**src/rtl/utf8_to_utf16_line_decoder_assert.svh**
```systemverilog
// ----------------------------------------------------------------------------
// UTF-8 to UTF-16 line decoder: assertion macros
// Concurrent checks on clk, disabled while rst_n is low.
// ----------------------------------------------------------------------------
`ifndef UTF8_TO_UTF16_LINE_DECODER_ASSERT_SVH
`define UTF8_TO_UTF16_LINE_DECODER_ASSERT_SVH

// ante holds in a cycle -> cons holds in the same cycle
`define U8U16_ASSERT_NOW(label, ante, cons, msg) \
    label: assert property (@(posedge clk) disable iff (!rst_n) (ante) |-> (cons)) \
        else $error(msg);

// ante holds in a cycle -> cons holds in the next cycle
`define U8U16_ASSERT_NEXT(label, ante, cons, msg) \
    label: assert property (@(posedge clk) disable iff (!rst_n) (ante) |=> (cons)) \
        else $error(msg);

`endif

```
**src/rtl/u8u16_pkg.sv**
```systemverilog
// ----------------------------------------------------------------------------
// u8u16_pkg
// Types, register codes and constants of the UTF-8 to UTF-16 line decoder.
// ----------------------------------------------------------------------------
package u8u16_pkg;

    localparam int CFG_IDX_W   = 1;
    localparam int CFG_DATA_W  = 16;
    localparam int QUEUE_DEPTH = 4;

    localparam logic [CFG_IDX_W-1:0] CFG_NARROW = 1'b0;
    localparam logic [CFG_IDX_W-1:0] CFG_REPL   = 1'b1;

    localparam logic [15:0] REPL_RESET = 16'd63;
    localparam logic [15:0] SURR_HIGH  = 16'hD800;
    localparam logic [15:0] SURR_LOW   = 16'hDC00;
    localparam logic [20:0] SUPP_BASE  = 21'h010000;
    localparam logic [20:0] BMP_MAX    = 21'h00FFFF;
    localparam logic [20:0] CP_MAX     = 21'h10FFFF;
    localparam logic [20:0] ASCII_END  = 21'h000080;
    localparam logic [20:0] CHAR_CR    = 21'h00000D;
    localparam logic [20:0] CHAR_LF    = 21'h00000A;

    typedef struct packed {
        logic [7:0] in_byte;
        logic       end_of_data;
    } in_item_t;

    typedef struct packed {
        logic [15:0] code_unit;
        logic        unit_present;
        logic        line_end;
        logic        bad_sequence;
        logic        last;
    } out_item_t;

    typedef struct packed {
        logic [20:0] pcp;
        logic [1:0]  rem;
        logic [1:0]  seq_len;
    } state_t;

    // results of one byte: up to two, num gives how many
    typedef struct packed {
        out_item_t [1:0] res;
        logic [1:0]      num;
    } step_out_t;

endpackage

```
**src/rtl/u8u16_stream_if.sv**
```systemverilog
// ----------------------------------------------------------------------------
// u8u16_stream_if
// Valid/ready channel carrying one payload item per request.
// ----------------------------------------------------------------------------
interface u8u16_stream_if #(
    parameter type payload_t = logic
) ();
    logic     valid;
    logic     ready;
    payload_t payload;

    modport source (output valid, output payload, input ready);
    modport sink   (input valid, input payload, output ready);
endinterface

```
**src/rtl/utf8_to_utf16_line_decoder.sv**
```systemverilog
// ----------------------------------------------------------------------------
// utf8_to_utf16_line_decoder
// UTF-8 byte stream in, UTF-16 code units and line-end marks out.
// ----------------------------------------------------------------------------
// One byte is accepted per clock while the result queue has room for two
// results. Each accepted byte sits in the input register, where it is
// decoded against the sequence state, and its zero to two results are
// written into a result queue of QUEUE_DEPTH entries (power of two, at
// least 2); the first result is offered once it is written into the queue.
// The output side delivers one result per clock while the receiver is
// ready, so bytes that give two results (surrogate pairs, or a broken
// sequence followed by a new character) need two output transfers and the queue
// absorbs the difference. Carriage returns give no result. Configuration
// writes: index 0 narrow mode, index 1 replacement character.
module utf8_to_utf16_line_decoder #(
    parameter int QUEUE_DEPTH = u8u16_pkg::QUEUE_DEPTH
) (
    input  logic                             clk,
    input  logic                             rst_n,
    input  logic                             cfg_we,
    input  logic [u8u16_pkg::CFG_IDX_W-1:0]  cfg_index,
    input  logic [u8u16_pkg::CFG_DATA_W-1:0] cfg_data,
    u8u16_stream_if.sink                     utf8,
    u8u16_stream_if.source                   utf16
);

    localparam int PTR_W = (QUEUE_DEPTH > 1) ? $clog2(QUEUE_DEPTH) : 1;
    localparam int CNT_W = $clog2(QUEUE_DEPTH + 1);
    localparam logic [CNT_W-1:0] DEPTH_C = CNT_W'(QUEUE_DEPTH);
    localparam logic [CNT_W-1:0] ROOM2_C = CNT_W'(QUEUE_DEPTH - 2);

    logic                  narrow_reg;
    logic [15:0]           repl_reg;
    logic                  s1_valid_reg;
    u8u16_pkg::in_item_t   s1_item_reg;
    u8u16_pkg::state_t     st_reg;
    u8u16_pkg::state_t     st_next;
    u8u16_pkg::step_out_t  step;
    u8u16_pkg::out_item_t  q_mem [QUEUE_DEPTH];
    logic [PTR_W-1:0]      wr_ptr_reg;
    logic [PTR_W-1:0]      rd_ptr_reg;
    logic [CNT_W-1:0]      cnt_reg;
    logic [CNT_W-1:0]      cnt_next;
    logic                  s1_fire;
    logic                  in_fire;
    logic                  pop;

    // worst case two results per byte; pops in this cycle are not counted
    assign s1_fire     = s1_valid_reg && (cnt_reg <= ROOM2_C);
    assign utf8.ready  = !s1_valid_reg || s1_fire;
    assign in_fire     = utf8.valid && utf8.ready;
    assign utf16.valid = cnt_reg != '0;
    assign utf16.payload = q_mem[rd_ptr_reg];
    assign pop         = utf16.valid && utf16.ready;
    assign cnt_next    = cnt_reg + (s1_fire ? CNT_W'(step.num) : '0)
                         - (pop ? CNT_W'(1) : '0);

    always_ff @(posedge clk or negedge rst_n)
    begin
        if (!rst_n)
        begin
            narrow_reg <= 1'b0;
            repl_reg   <= u8u16_pkg::REPL_RESET;
        end
        else if (cfg_we)
        begin
            case (cfg_index)
                u8u16_pkg::CFG_NARROW: narrow_reg <= cfg_data[0];
                u8u16_pkg::CFG_REPL:   repl_reg   <= cfg_data[15:0];
                default:               ;
            endcase
        end
    end

    u8u16_decode u_decode (
        .st      (st_reg),
        .item    (s1_item_reg),
        .narrow  (narrow_reg),
        .repl    (repl_reg),
        .st_next (st_next),
        .step    (step)
    );

    always_ff @(posedge clk or negedge rst_n)
    begin
        if (!rst_n)
        begin
            s1_valid_reg <= 1'b0;
            st_reg       <= '0;
            wr_ptr_reg   <= '0;
            rd_ptr_reg   <= '0;
            cnt_reg      <= '0;
        end
        else
        begin
            if (utf8.ready)
            begin
                s1_valid_reg <= utf8.valid;
            end
            if (s1_fire)
            begin
                st_reg     <= st_next;
                wr_ptr_reg <= wr_ptr_reg + PTR_W'(step.num);
            end
            if (pop)
            begin
                rd_ptr_reg <= rd_ptr_reg + PTR_W'(1);
            end
            cnt_reg <= cnt_next;
        end
    end

    always_ff @(posedge clk)
    begin
        if (in_fire)
        begin
            s1_item_reg <= utf8.payload;
        end
        if (s1_fire && step.num != 2'd0)
        begin
            q_mem[wr_ptr_reg] <= step.res[0];
        end
        if (s1_fire && step.num == 2'd2)
        begin
            q_mem[wr_ptr_reg + PTR_W'(1)] <= step.res[1];
        end
    end

`include "utf8_to_utf16_line_decoder_assert.svh"

    `U8U16_ASSERT_NOW(a_queue_bound, 1'b1, cnt_reg <= DEPTH_C, "result queue overflow")
    `U8U16_ASSERT_NOW(a_rem_in_seq, 1'b1, st_reg.rem <= st_reg.seq_len, "bytes left exceed sequence")
    `U8U16_ASSERT_NEXT(a_eod_clear, s1_fire && s1_item_reg.end_of_data, st_reg.rem == 2'd0, "sequence pending after end of data")
    `U8U16_ASSERT_NEXT(a_pop_count, pop && !s1_fire, cnt_reg == $past(cnt_reg) - CNT_W'(1), "queue count not decremented on pop")

endmodule

```
**src/rtl/u8u16_decode.sv**
```systemverilog
// ----------------------------------------------------------------------------
// u8u16_decode
// Per-byte decode: next sequence state and up to two UTF-16 results.
// ----------------------------------------------------------------------------
module u8u16_decode (
    input  u8u16_pkg::state_t    st,
    input  u8u16_pkg::in_item_t  item,
    input  logic                 narrow,
    input  logic [15:0]          repl,
    output u8u16_pkg::state_t    st_next,
    output u8u16_pkg::step_out_t step
);

    logic [7:0]            b;
    logic                  pending;
    logic                  take_cont;
    logic [20:0]           acc;
    logic [1:0]            rem_dec;
    logic [20:0]           cp_sel;
    logic [20:0]           supp;
    logic [1:0]            f_num;
    u8u16_pkg::out_item_t  f0;
    u8u16_pkg::out_item_t  f1;
    u8u16_pkg::out_item_t  bad_item;

    assign b         = item.in_byte;
    assign pending   = st.rem != 2'd0;
    assign take_cont = pending && (b[7:6] == 2'b10);
    assign acc       = {st.pcp[14:0], b[5:0]};
    assign rem_dec   = st.rem - 2'd1;
    assign cp_sel    = take_cont ? acc : {13'd0, b};
    assign supp      = cp_sel - u8u16_pkg::SUPP_BASE;
    assign bad_item  = '{code_unit: repl, unit_present: 1'b1, line_end: 1'b0,
                         bad_sequence: 1'b1, last: 1'b0};

    // completed code point -> results
    always_comb
    begin
        f0    = '0;
        f1    = '0;
        f_num = 2'd0;
        if (cp_sel == u8u16_pkg::CHAR_CR)
        begin
            f_num = 2'd0;
        end
        else if (cp_sel == u8u16_pkg::CHAR_LF)
        begin
            f0.line_end = 1'b1;
            f_num       = 2'd1;
        end
        else if ((narrow && cp_sel >= u8u16_pkg::ASCII_END) || cp_sel > u8u16_pkg::CP_MAX)
        begin
            f0    = bad_item;
            f_num = 2'd1;
        end
        else if (cp_sel > u8u16_pkg::BMP_MAX)
        begin
            f0.code_unit    = u8u16_pkg::SURR_HIGH | {6'd0, supp[19:10]};
            f0.unit_present = 1'b1;
            f1.code_unit    = u8u16_pkg::SURR_LOW | {6'd0, cp_sel[9:0]};
            f1.unit_present = 1'b1;
            f_num           = 2'd2;
        end
        else
        begin
            f0.code_unit    = cp_sel[15:0];
            f0.unit_present = 1'b1;
            f_num           = 2'd1;
        end
    end

    always_comb
    begin
        step    = '0;
        st_next = st;
        if (take_cont)
        begin
            if (rem_dec == 2'd0)
            begin
                st_next = '0;
                if (f_num != 2'd0)
                begin
                    step.res[step.num[0]] = f0;
                    step.num              = step.num + 2'd1;
                end
                if (f_num == 2'd2)
                begin
                    step.res[step.num[0]] = f1;
                    step.num              = step.num + 2'd1;
                end
            end
            else
            begin
                st_next.pcp = acc;
                st_next.rem = rem_dec;
            end
        end
        else
        begin
            // broken sequence: flag it, then decode this byte afresh
            if (pending)
            begin
                step.res[step.num[0]] = bad_item;
                step.num              = step.num + 2'd1;
                st_next               = '0;
            end
            case (b) inside
                [8'h00:8'h7F]:
                begin
                    if (f_num != 2'd0)
                    begin
                        step.res[step.num[0]] = f0;
                        step.num              = step.num + 2'd1;
                    end
                end
                [8'hC0:8'hDF]: st_next = '{pcp: {16'd0, b[4:0]}, rem: 2'd1, seq_len: 2'd1};
                [8'hE0:8'hEF]: st_next = '{pcp: {17'd0, b[3:0]}, rem: 2'd2, seq_len: 2'd2};
                [8'hF0:8'hF7]: st_next = '{pcp: {18'd0, b[2:0]}, rem: 2'd3, seq_len: 2'd3};
                default:
                begin
                    // stray continuation or invalid lead
                    step.res[step.num[0]] = bad_item;
                    step.num              = step.num + 2'd1;
                end
            endcase
        end
        // truncated at end of data
        if (item.end_of_data && st_next.rem != 2'd0)
        begin
            step.res[step.num[0]] = bad_item;
            step.num              = step.num + 2'd1;
            st_next               = '0;
        end
        if (step.num != 2'd0)
        begin
            step.res[step.num[1]].last = 1'b1;
        end
    end

endmodule

```
**src/flat_wrapper.sv**
```systemverilog
// flat-port wrapper written by rule: the top's interface ports become plain ports
module utf8_to_utf16_line_decoder_flat import u8u16_pkg::*;
#(
    parameter int QUEUE_DEPTH = u8u16_pkg::QUEUE_DEPTH
)
  (clk, rst_n, cfg_we, cfg_index, cfg_data, utf8_valid, utf8_payload, utf8_ready, utf16_valid, utf16_payload, utf16_ready);
  u8u16_stream_if #(.payload_t(in_item_t)) utf8_i ();
  u8u16_stream_if #(.payload_t(out_item_t)) utf16_i ();
  input  logic clk;
  input  logic rst_n;
  input  logic cfg_we;
  input  logic [u8u16_pkg::CFG_IDX_W-1:0] cfg_index;
  input  logic [u8u16_pkg::CFG_DATA_W-1:0] cfg_data;
  input wire logic [$bits(utf8_i.valid)-1:0] utf8_valid;
  input wire logic [$bits(utf8_i.payload)-1:0] utf8_payload;
  output wire logic [$bits(utf8_i.ready)-1:0] utf8_ready;
  output wire logic [$bits(utf16_i.valid)-1:0] utf16_valid;
  output wire logic [$bits(utf16_i.payload)-1:0] utf16_payload;
  input wire logic [$bits(utf16_i.ready)-1:0] utf16_ready;
  assign utf8_i.valid = utf8_valid;
  assign utf8_i.payload = utf8_payload;
  assign utf8_ready = utf8_i.ready;
  assign utf16_valid = utf16_i.valid;
  assign utf16_payload = utf16_i.payload;
  assign utf16_i.ready = utf16_ready;
  utf8_to_utf16_line_decoder #(.QUEUE_DEPTH(QUEUE_DEPTH)) u_core (.clk(clk), .rst_n(rst_n), .cfg_we(cfg_we), .cfg_index(cfg_index), .cfg_data(cfg_data), .utf8(utf8_i), .utf16(utf16_i));
endmodule
```
**config.mk**
```make
export PLATFORM = sky130hd
export DESIGN_NAME = utf8_to_utf16_line_decoder_flat
export DESIGN_NICKNAME = d
export VERILOG_FILES = /design/src/rtl/u8u16_pkg.sv /design/src/rtl/u8u16_stream_if.sv /design/src/rtl/utf8_to_utf16_line_decoder.sv /design/src/rtl/u8u16_decode.sv /design/src/flat_wrapper.sv
export VERILOG_INCLUDE_DIRS = /design/src /design/src/rtl
export SDC_FILE = /design/constraint.sdc
export NUM_CORES = 1
export LEC_CHECK = 0
export BUFFER_PORTS_ARGS = -buffer_cell sky130_fd_sc_hd__buf_2
export CAP_MARGIN = 20
export CORE_MARGIN = 2
export CORE_UTILIZATION = 55
export CTS_BUF_LIST = sky130_fd_sc_hd__clkbuf_8
export DETAILED_ROUTE_END_ITERATION = 12
export PLACE_DENSITY = 0.76
export SETUP_SLACK_MARGIN = 0.1
export SLEW_MARGIN = 20
export SYNTH_ARGS = -nofsm -noshare
export SYNTH_HDL_FRONTEND = slang
export SYNTH_SLANG_ARGS = --single-unit
```
**constraint.sdc**
```tcl
create_clock -name clk -period 5.2 [get_ports clk]
set_clock_uncertainty 0.2 [all_clocks]
set_input_delay 1.56 -clock clk [delete_from_list [all_inputs] [get_ports clk]]
set_output_delay 1.56 -clock clk [all_outputs]
set_load 0.01 [all_outputs]
```
==> metrics.csv <==
metric,value,unit
outcome,completed,
Clock Sinks,131,
Setup Crit Path Kind,register to register,
Num CTS Buffers,17,
max reg flops,80,
PnR worst setup slack,0.723,ns
max_cap viols,0,
Post-Synth XOR/XNOR Area,0.789,%
Buffers on Ports,52,
DR vias,5452,
WP data arrival,4.37,ns
I/O pins,53,
total grt overflow,0,
post-CTS setup buffer count,0,
Wirelength per Cell,21.8,um
Max Clk Rate,223,MHz
maximum vdd drop,0.000255,V
CP required,5.09,ns
CP endpoint kind,register,
Total Die Area,15100,sq um
Area contributors post-synth,"edfxtp_1, dfrtp_1, mux2_4",
Cells after Synth,600,
Placer Congestion,0.914,
busiest grt layer,met2,
Synth cell types,79,
"Slew Viols, Final",0,
endpoints failing hold,0,
#FFs+latches synth,131,
CTS HTree Levels,4,
post-layout minimum cycle time,4.48,ns
Final period util,86.1,%
Place WS,0.508,ns
M2 GR Usage,43.1,%
critical-path maximum fanout,20,
setup violators final,0,
Initial Utilization,56.2,%
initial detailed-routing violation count,655,
Post-Layout Cell Count,845,
portion of netlist area occupied by mux cells,21.6,%
site row count,43,
worst hold path type,register to register,
main combinational cell family by area after synthesis,multiplexers,
met1 Use GR,33.1,%
Core ar.,13800,sq um
post-route ant nets,0,
cts repair resizes,0,
unrepaired setup endpoints after global routing,false,
Slew @ Worst Pin,1.06,ns
"Net Count, Synth",643,
PD cells,595,nW/um^2
"Core Util, Final",62.7,%
Post-synth EDFFs,89,
Placed Cells incl. Taps,813,
Adder-Cell Fraction of Synth Area,2.03,%
Post-synth top flop,edfxtp_1,
Avg Inst Size Synth,13.0,sq um
LEAKAGE,0.00364,uW
layout cells sized above 1,33.7,%
final setup TNS,0,ns
Residual DRC,0,
"Clk Latency, worst-skew pair",0.46,ns
pin count of the biggest net entering global routing,43,
dominant cell type by area after synthesis,edfxtp_1,
Yosys warning count,0,
"CTS clk-pin slew, worst paths",0.07,ns
slew margin rel.,28.8,%
area fraction in compound gates after synthesis,13.3,%
area of the mapped netlist,7770,sq um
DR pass1 iterations,6,
initial antenna violation count,0,
Post-DP HPWL,12900,um
CTS tree,done,
Syn-to-layout area delta,11.6,%
clk buf depth,2,
fin nets,695,
register area share after synthesis,48.0,%
total wire length,18400,um
Via density,6.45,
post-synth top area share,34.4,%
ANT cells,0,
M3 GR Usage,5.81,%
"FFs w/ async S/R, synth",32.1,%
Simple-Gate Fraction of Synth Area,10.7,%
DIE WIDTH,123,um
Startpoint Class,register,
vias in the first global route,5436,
Die Y,123,um
first-pass GRT wire length,29100,um
hold buffer count at cts,0,
Clock Tree Root,clkbuf_8,
global-route usage over all layers,25.9,%
-- synth_stat cells (all sizes together) (9+ instances only) --
master / n
a22o: 18
ha: 11
mux2i: 32
clkbuf: 11
inv: 12
a21oi: 16
nand2: 38
and2: 12
or2: 9
dfrtp: 36
nand3: 11
mux4: 20
nor3: 11
mux2: 65
nor2: 28
edfxtp: 89
o21ai: 15
buf: 27
-- where the power goes --
part           internal (uW)  switching, uW  total (uW)
logic                   1090           1310        2400
clock network            589            432        1020
registers               1540            191        1730
-- final timing paths --
check,from,endpoint,slack (ns),cells after the start
worst min register to register,u_core.rd_ptr_reg[0]$_DFFE_PN0P_,u_core.rd_ptr_reg[0]$_DFFE_PN0P_,0.30,1
worst max-delay path,u_core.st_reg[2]$_DFFE_PN0P_,u_core.q_mem[0][14]$_DFFE_PP_,0.72,15
min in group asynchronous,rst_n,u_core.st_reg[4]$_DFFE_PN0P_,0.91,1
worst min-delay path,u_core.rd_ptr_reg[0]$_DFFE_PN0P_,u_core.rd_ptr_reg[0]$_DFFE_PN0P_,0.30,1
worst max register to register,u_core.st_reg[2]$_DFFE_PN0P_,u_core.q_mem[0][14]$_DFFE_PP_,0.72,15
max in group asynchronous,rst_n,u_core.cnt_reg[2]$_DFF_PN0_,3.50,1
-- cell usage in the layout, fill, tap and decap left out, types with 4 or more instances in the layout --
master,instances
buf_4,19
inv_1,12
nand3_1,11
o31ai_1,4
a211oi_1,7
and2_1,12
o211ai_1,5
a21o_1,7
nor4_1,7
bufinv_16,5
a221o_1,7
o21ai_0,10
mux2_4,46
mux4_2,20
mux2_2,19
nor3_1,8
o21a_1,4
nand2_1,36
or2_2,4
a31oi_1,6
nand2b_1,4
a22o_1,18
nand4_1,5
o22a_1,7
a21boi_0,5
edfxtp_1,89
nand3b_1,7
clkbuf_8,18
dfstp_2,6
xnor2_1,6
a21oi_1,16
dfrtp_1,36
mux2i_1,32
or3_1,5
ha_1,11
nor2_1,28
buf_2,51
-- area by class of cell --
type	count	area, sq um
Sequential cell	131	3730
Multi-Input combinational cell	419	3780
Tap cell	180	225
Clock inverter	14	223
Clock buffer	18	248
Inverter	12	45.0
Fill cell	1023	5150
Timing Repair Buffer	71	418
-- through the flow --
step                      cell area [sq um]  hold WS (ns)  total power (uW)
after global placement                 8190         0.281              4030
after CTS                              8660         0.298              5150
after detailed placement               8190         0.284              4130
after floorplan                        7780         0.262              3490
final                                  8670         0.297              5160
after global routing                   8670         0.321              5450
-- cell families after synthesis --
family	count (synthesis)
AO/OA/AOI/OAI	132
AND/OR/NAND/NOR	151
XOR/XNOR	7
multiplexers	117
buffers and inverters	50
adder cells (fa/ha/maj)	12
flip-flops	131
-- critical path, stage by stage, from the launching register on --
cell and delay (ns):
dfrtp_1 0.44, inv_1 0.07, ha_1 0.22, nor3b_2 0.27, nand2_1 0.15, ha_1 0.24, nor4b_1 0.16, and4_1 0.23
nand3_1 0.12, ha_1 0.23, a22oi_1 0.34, nand2_4 0.12, o21a_1 0.16, xnor2_1 0.35, nor2_1 0.18, o21ai_4 0.62
-- layer usage --
metal / vias up / part of all wire [%]
li1: 2450 / -
met1: 2714 / 41
met5: - / 0
met3: 36 / 7.2
met4: 0 / 1.8
met2: 252 / 50
Note: power is estimated with default switching activity, not from simulation.
